--- src/stsf_pkg.sv ---
// package for the subarray target sum finder: sizes, status codes, fsm states
// and the command and status bundles between controller and datapath
// no dependencies
package stsf_pkg;

    localparam int MAX_LEN     = 1024;
    localparam int VALUE_BITS  = 16;
    localparam int IDX_BITS    = $clog2(MAX_LEN);
    localparam int CNT_BITS    = IDX_BITS + 1;
    localparam int SUM_BITS    = VALUE_BITS + IDX_BITS;
    localparam int TARGET_BITS = 26;
    localparam int CMP_BITS    = (SUM_BITS > TARGET_BITS) ? SUM_BITS : TARGET_BITS;

    // field widths of the stream payloads
    localparam int VALUE_FIELD_BITS = 16;
    localparam int STATUS_BITS      = 2;
    localparam int LEFT_BITS        = 11;
    localparam int RIGHT_BITS       = 10;
    localparam int OUT_DATA_BITS    = 24;

    // configuration port
    localparam int PADDR_BITS = 3;
    localparam int PDATA_BITS = 32;
    localparam logic [PADDR_BITS-1:0] ADDR_TARGET = 3'd0;

    typedef enum logic [STATUS_BITS-1:0] {
        STAT_FOUND     = 2'd0,
        STAT_NOT_FOUND = 2'd1,
        STAT_TOO_LONG  = 2'd2
    } status_t;

    typedef enum logic [1:0] {
        ST_IDLE,
        ST_CHECK,
        ST_POP,
        ST_EMIT
    } state_t;

    typedef struct packed {
        logic    accept;
        logic    push;
        logic    pop_rd;
        logic    pop_sub;
        logic    set_match;
        logic    set_lenerr;
        logic    clear;
        logic    load_out;
        status_t out_status;
    } dp_cmd_t;

    typedef struct packed {
        logic active;
        logic full;
        logic pop_needed;
        logic match;
        logic last;
        logic out_free;
        logic match_done;
        logic length_error;
    } dp_stat_t;

endpackage

--- src/stsf_controller.sv ---
// controller fsm: accepts beats, sequences window pops and result hand-off
// depends on stsf_pkg
module stsf_controller
    import stsf_pkg::*;
(
    input  logic     clk,
    input  logic     rst_n,
    input  logic     in_valid,
    input  logic     in_last,
    output logic     in_ready,
    input  dp_stat_t stat,
    output dp_cmd_t  cmd
);

    state_t state_reg, state_next;

    always_ff @(posedge clk or negedge rst_n)
    begin
        if (!rst_n)
        begin
            state_reg <= ST_IDLE;
        end
        else
        begin
            state_reg <= state_next;
        end
    end

    always_comb
    begin
        state_next = state_reg;
        cmd        = '0;
        cmd.out_status = STAT_NOT_FOUND;
        in_ready   = 1'b0;
        case (state_reg)
            ST_IDLE:
            begin
                in_ready = 1'b1;
                if (in_valid)
                begin
                    cmd.accept = 1'b1;
                    if (!stat.active)
                    begin
                        // array already decided, drop beat
                        cmd.clear = in_last;
                    end
                    else if (stat.full)
                    begin
                        cmd.set_lenerr = 1'b1;
                        state_next     = ST_EMIT;
                    end
                    else
                    begin
                        cmd.push   = 1'b1;
                        state_next = ST_CHECK;
                    end
                end
            end
            ST_CHECK:
            begin
                if (stat.pop_needed)
                begin
                    cmd.pop_rd = 1'b1;
                    state_next = ST_POP;
                end
                else if (stat.match)
                begin
                    cmd.set_match = 1'b1;
                    state_next    = ST_EMIT;
                end
                else if (stat.last)
                begin
                    state_next = ST_EMIT;
                end
                else
                begin
                    state_next = ST_IDLE;
                end
            end
            ST_POP:
            begin
                cmd.pop_sub = 1'b1;
                state_next  = ST_CHECK;
            end
            ST_EMIT:
            begin
                if (stat.length_error)
                begin
                    cmd.out_status = STAT_TOO_LONG;
                end
                else if (stat.match_done)
                begin
                    cmd.out_status = STAT_FOUND;
                end
                else
                begin
                    cmd.out_status = STAT_NOT_FOUND;
                end
                if (stat.out_free)
                begin
                    cmd.load_out = 1'b1;
                    cmd.clear    = stat.last;
                    state_next   = ST_IDLE;
                end
            end
            default:
            begin
                state_next = ST_IDLE;
            end
        endcase
    end

endmodule

--- config.mk ---
export PLATFORM = sky130hd
export DESIGN_NAME = stsf_controller
export DESIGN_NICKNAME = d
export VERILOG_FILES = /design/src/stsf_pkg.sv /design/src/stsf_controller.sv
export SDC_FILE = /design/constraint.sdc
export NUM_CORES = 1
export LEC_CHECK = 0
export BUFFER_PORTS_ARGS = -buffer_cell sky130_fd_sc_hd__buf_2
export CAP_MARGIN = 5
export CORE_AREA = 2 2 39 41
export CTS_CLUSTER_SIZE = 16
export DETAILED_ROUTE_END_ITERATION = 7
export DIE_AREA = 0 0 41 43
export GPL_TIMING_DRIVEN = 0
export PLACE_DENSITY = 0.45
export RECOVER_POWER = 25
export REMOVE_ABC_BUFFERS = 1
export SETUP_SLACK_MARGIN = 0.3
export SLEW_MARGIN = 5
export SYNTH_ARGS = -nofsm -noshare
export SYNTH_HDL_FRONTEND = slang
export SYNTH_SLANG_ARGS = --single-unit
--- constraint.sdc ---
create_clock -name clk -period 2.9 [get_ports clk]
set_input_delay 0.435 -clock clk [delete_from_list [all_inputs] [get_ports clk]]
set_output_delay 0.435 -clock clk [all_outputs]
set_load 0.02 [all_outputs]
## Word level (Yosys, flattened, before mapping)

Cells that the tools add are included.

| storage, ports and cells | value |
|---|---|
| output and inout port bits | 11 |
| input bits | 12 |
| flip-flop bits (word level) | 2 |

| cells by class | value |
|---|---|
| equal/unequal tests | 6 |
| reductions and logical operators | 2 |
| muxes and demuxes | 29 |

Operators by type and width:

| operator | number |
|---|---|
| $mux W2 | 12 |
| $mux W1 | 14 |
| $pmux W2 S4 | 1 |
| $ne A2 B2 Y1 const B | 3 |
| $eq A2 B2 Y1 const B | 2 |
| $mux W3 | 1 |
| $reduce_and A3 Y1 | 1 |
| $eq A2 B1 Y1 const B | 1 |
| $logic_not A2 Y1 | 1 |
| $pmux W1 S2 | 1 |

## Depth between registers and ports, before layout

| logic depth | value |
|---|---|
| depth after elaboration | 4 |
| depth in mapped cells | 5 |

## Worst setup path before layout

No wires, ideal clock.

| path | value |
|---|---|
| path type | register to output |
| from | reg state_reg[0] |
| to | out cmd[3] (netlist bit) |
| cell stages (with the launch flop) | 6 |
| arrival time | 1.587 ns |
| path slack | 0.878 ns |
| cells stage by stage | dfrtp_1 > inv_1 > ha_1 > and2_1 > nand3b_1 > a21oi_1 |

RTL lines:

| item | RTL line | source |
|---|---|---|
| start: declaration | stsf_controller.sv:15 | `state_t state_reg, state_next;` |
| start signal: assignment | stsf_controller.sv:25 | `state_reg <= state_next;` |
| end: declaration | stsf_controller.sv:12 | `output dp_cmd_t cmd` |

==> out/qor.csv <==
stage;metric;value;unit
worst_setup_path;Crit-path slowest cell;dfrtp_1;
worst_setup_path;r2r endpoint;state_reg[1];
power_and_ir_drop;Flop pwr share;15.6;%
clock_network;clock transition at the registers of the reported paths;30;ps
worst_setup_path;Setup CP Type;reg -> out;
sta;period utilization;68.2;%
sta;Hold Vio Cnt, Final;0;
sta;Clock Skew;1.71;ps
grt;global-route wire length before repair;1000;microns
outcome;status;finished clean;
routing;DRC viols;0;
placement;I/O Buffers;22;
final_layout;n_diodes;0;
routing;initial DRC count;1;
final_layout;max reg flops;2;
die;Chip Width;41;microns
power_and_ir_drop;Clock Power Share;15.2;%
clock_network;CTS H-tree lvls;1;
sta;min Tclk post-route;1980;ps
final_layout;fraction of layout instances using a drive strength above 1;43.3;%
clock_network;CTS Sinks;2;
worst_setup_path;WP data required;2470;ps
synthesis;register bit total from synthesis;2;
power_and_ir_drop;Pwr per Cell Area;892;mW/mm^2
die;row cnt;14;
die;Starting Density;20.3;%
sta;Hold Slack;527;ps
power_and_ir_drop;Combinational Power Share;69.2;%
routing;Antenna Nets Post-Route;0;
synthesis;Yosys cell types;20;
worst_setup_path;CP Launch Type;flip-flop;
grt;vias in the first global route;273;
die;die height;43;microns
synthesis;synthesized area per cell;8.24;sq um
routing;first-pass iteration count of the detailed router;3;
worst_setup_path;Crit. End Element;output pin;
power_and_ir_drop;worst vdd ir;0.241;mV
sta;Max Transition Viols Final;0;
grt;GR Overflow Total;0;
clock_network;Clk Latency, worst-skew pair;220;ps
final_layout;Final nets;79;
final_layout;area grow syn2layout;56.2;%
grt;GRT Resource Usage Total;8.03;%
synthesis;Mapped Cells;34;
sta;RSZ-0062 raised after global routing;false;
synthesis;Ys Warns;0;
worst_setup_path;crit path DAT;1540;ps
flow_run;maxcap violations;0;
sta;Sum Neg Setup Slack;0;ps
sta;final setup vio count;0;
worst_setup_path;CP Buf/Inv Count;2;
synthesis;Post-Syn Area;280;sq um
routing;vias;315;
power_and_ir_drop;leakage power;0.248;nW
worst_setup_path;FF-to-FF setup slack;1320;ps
die;core region area;0.00138;sq mm
sta;FMAX;0.506;GHz
worst_setup_path;CP max FO;4;
clock_network;total CTS buffers;3;
worst_setup_path;worst reg2reg startpoint;state_reg[1];
routing;Via density;4.14;
worst_setup_path;peak per-stage delay on the critical path;400;ps
sta;Rel. slew slack;77.7;%
min_path;Hold WC Path Type;in -> async;
die;Ports;23;
grt;initial antenna violation count;0;
grt;largest net degree at the start of global routing;6;
routing;WL final;635;microns
final_layout;most common cell after layout, fill and taps aside;buf_2;
power_and_ir_drop;Sw Share;47.0;%
power_and_ir_drop;Power Internal;0.000207;W
die;full die area;0.00176;sq mm
placement;GP Congestion;0.723;
worst_setup_path;cell family with most CP delay;flip-flops;
final_layout;most frequent cells in the layout;buf_2 (21), ha_1 (5), inv_1 (4);
power_and_ir_drop;Sw Pwr;0.000183;W
placement;DP Wirelength;551;microns
clock_network;Max clock buf depth;2;
worst_setup_path;CP cell instances;inv_1, ha_1, and2_1, nand3b_1, a21oi_1, buf_2;
sta;worst slew pin tran;332;ps
worst_setup_path;reg2reg path depth;5;
synthesis;Seq/Total Area, Yosys;17.9;%
clock_network;CTS tree;yes;
routing;WL/cell;8.36;microns
clock_network;clock root buffer;clkbuf_4;
[what timing repair did]
| action | in CTS | in global routing |
|---|---|---|
| hold buffers | 1 | 0 |
| endpoints found under the hold margin | 2 | 0 |
| setup buffers | 0 | 0 |
| resized for setup | 0 | 0 |
[power groups by stage]
stage / Combinational [W] / Clock [W] / Sequential [W]
finish: 0.000270 / 0.0000592 / 0.0000610
global route: 0.000308 / 0.0000667 / 0.0000647
global placement: 0.000277 / 0 / 0.0000618
detailed placement: 0.000275 / 0 / 0.0000620
floorplan: 0.000209 / 0 / 0.0000562
CTS: 0.000279 / 0.0000624 / 0.0000616
[layout make-up]
type	count	area (sq um)
Clock buffer	3	22.5
Inverter	4	15.0
Sequential cell	2	50.0
Timing Repair Buffer	23	119
Fill cell	165	946
Tap cell	16	20.0
Multi-Input combinational cell	28	211
[how the worst max path moves through the flow]
stage	endpoint	from	slack, ps	cells after the start
2_1_floorplan	cmd[3]	state_reg[0]	880	5
3_3_place_gp	cmd[3]	state_reg[0]	1130	6
3_5_place_dp	cmd[3]	state_reg[0]	1140	6
4_1_cts	cmd[3]	state_reg[0]	910	6
5_1_grt	cmd[3]	state_reg[1]	750	6
6_report	cmd[3]	state_reg[1]	920	6
[worst register-to-register path, cell delays in order, from the launching register on]
cell and delay, ps:
dfrtp_1 400, inv_1 140, ha_1 190, a21boi_0 320, nor2_1 110, mux2_4 300
[kinds of logic after synthesis]
kind of cell	synth area share (%)
buffers and inverters	5.36
AOI/OAI and AO/OA	21.4
DFF	17.9
and+or+nand+nor	27.7
muxes	5.36
adders and majority gates	22.3
[layer usage]
metal	GRT usage, %	up-vias	share of wire, %
met5	0	-	0
met2	10.3	20	33
met3	3.66	0	14
li1	-	171	-
met4	2.00	0	0
met1	11.9	124	52
[stage by stage]
stage | area, sq um | std cells | utilization [%] | total power (W) | setup WS [ps]
CTS | 443 | 76 | 32.0 | 0.000403 | 909
detailed placement | 410 | 72 | 29.7 | 0.000337 | 1140
floorplan | 280 | 34 | - | 0.000265 | 878
global route | 438 | 76 | 31.6 | 0.000439 | 752
global placement | 410 | 72 | 29.7 | 0.000338 | 1130
finish | 438 | 76 | 31.6 | 0.000391 | 923
[cells in the mapped netlist]
master    n  share of area (%)
ha_1      5                 22
mux2_4    1                5.4
nor2_1    3                4.0
o21ai_1   1                1.8
nand2_1   3                4.0
a211oi_1  1                2.7
and3_1    1                2.2
nor3b_1   1                2.7
and2_1    3                6.7
a21oi_1   1                1.8
dfrtp_1   2                 18
o31ai_1   1                2.7
o311ai_1  1                3.1
and2_2    1                2.7
o21ai_0   1                1.8
o32a_1    1                3.6
inv_1     4                5.4
a21boi_2  1                4.0
and2b_1   1                2.7
nand3b_1  1                2.7
No activity file was read; power rests on OpenSTA's default activity.
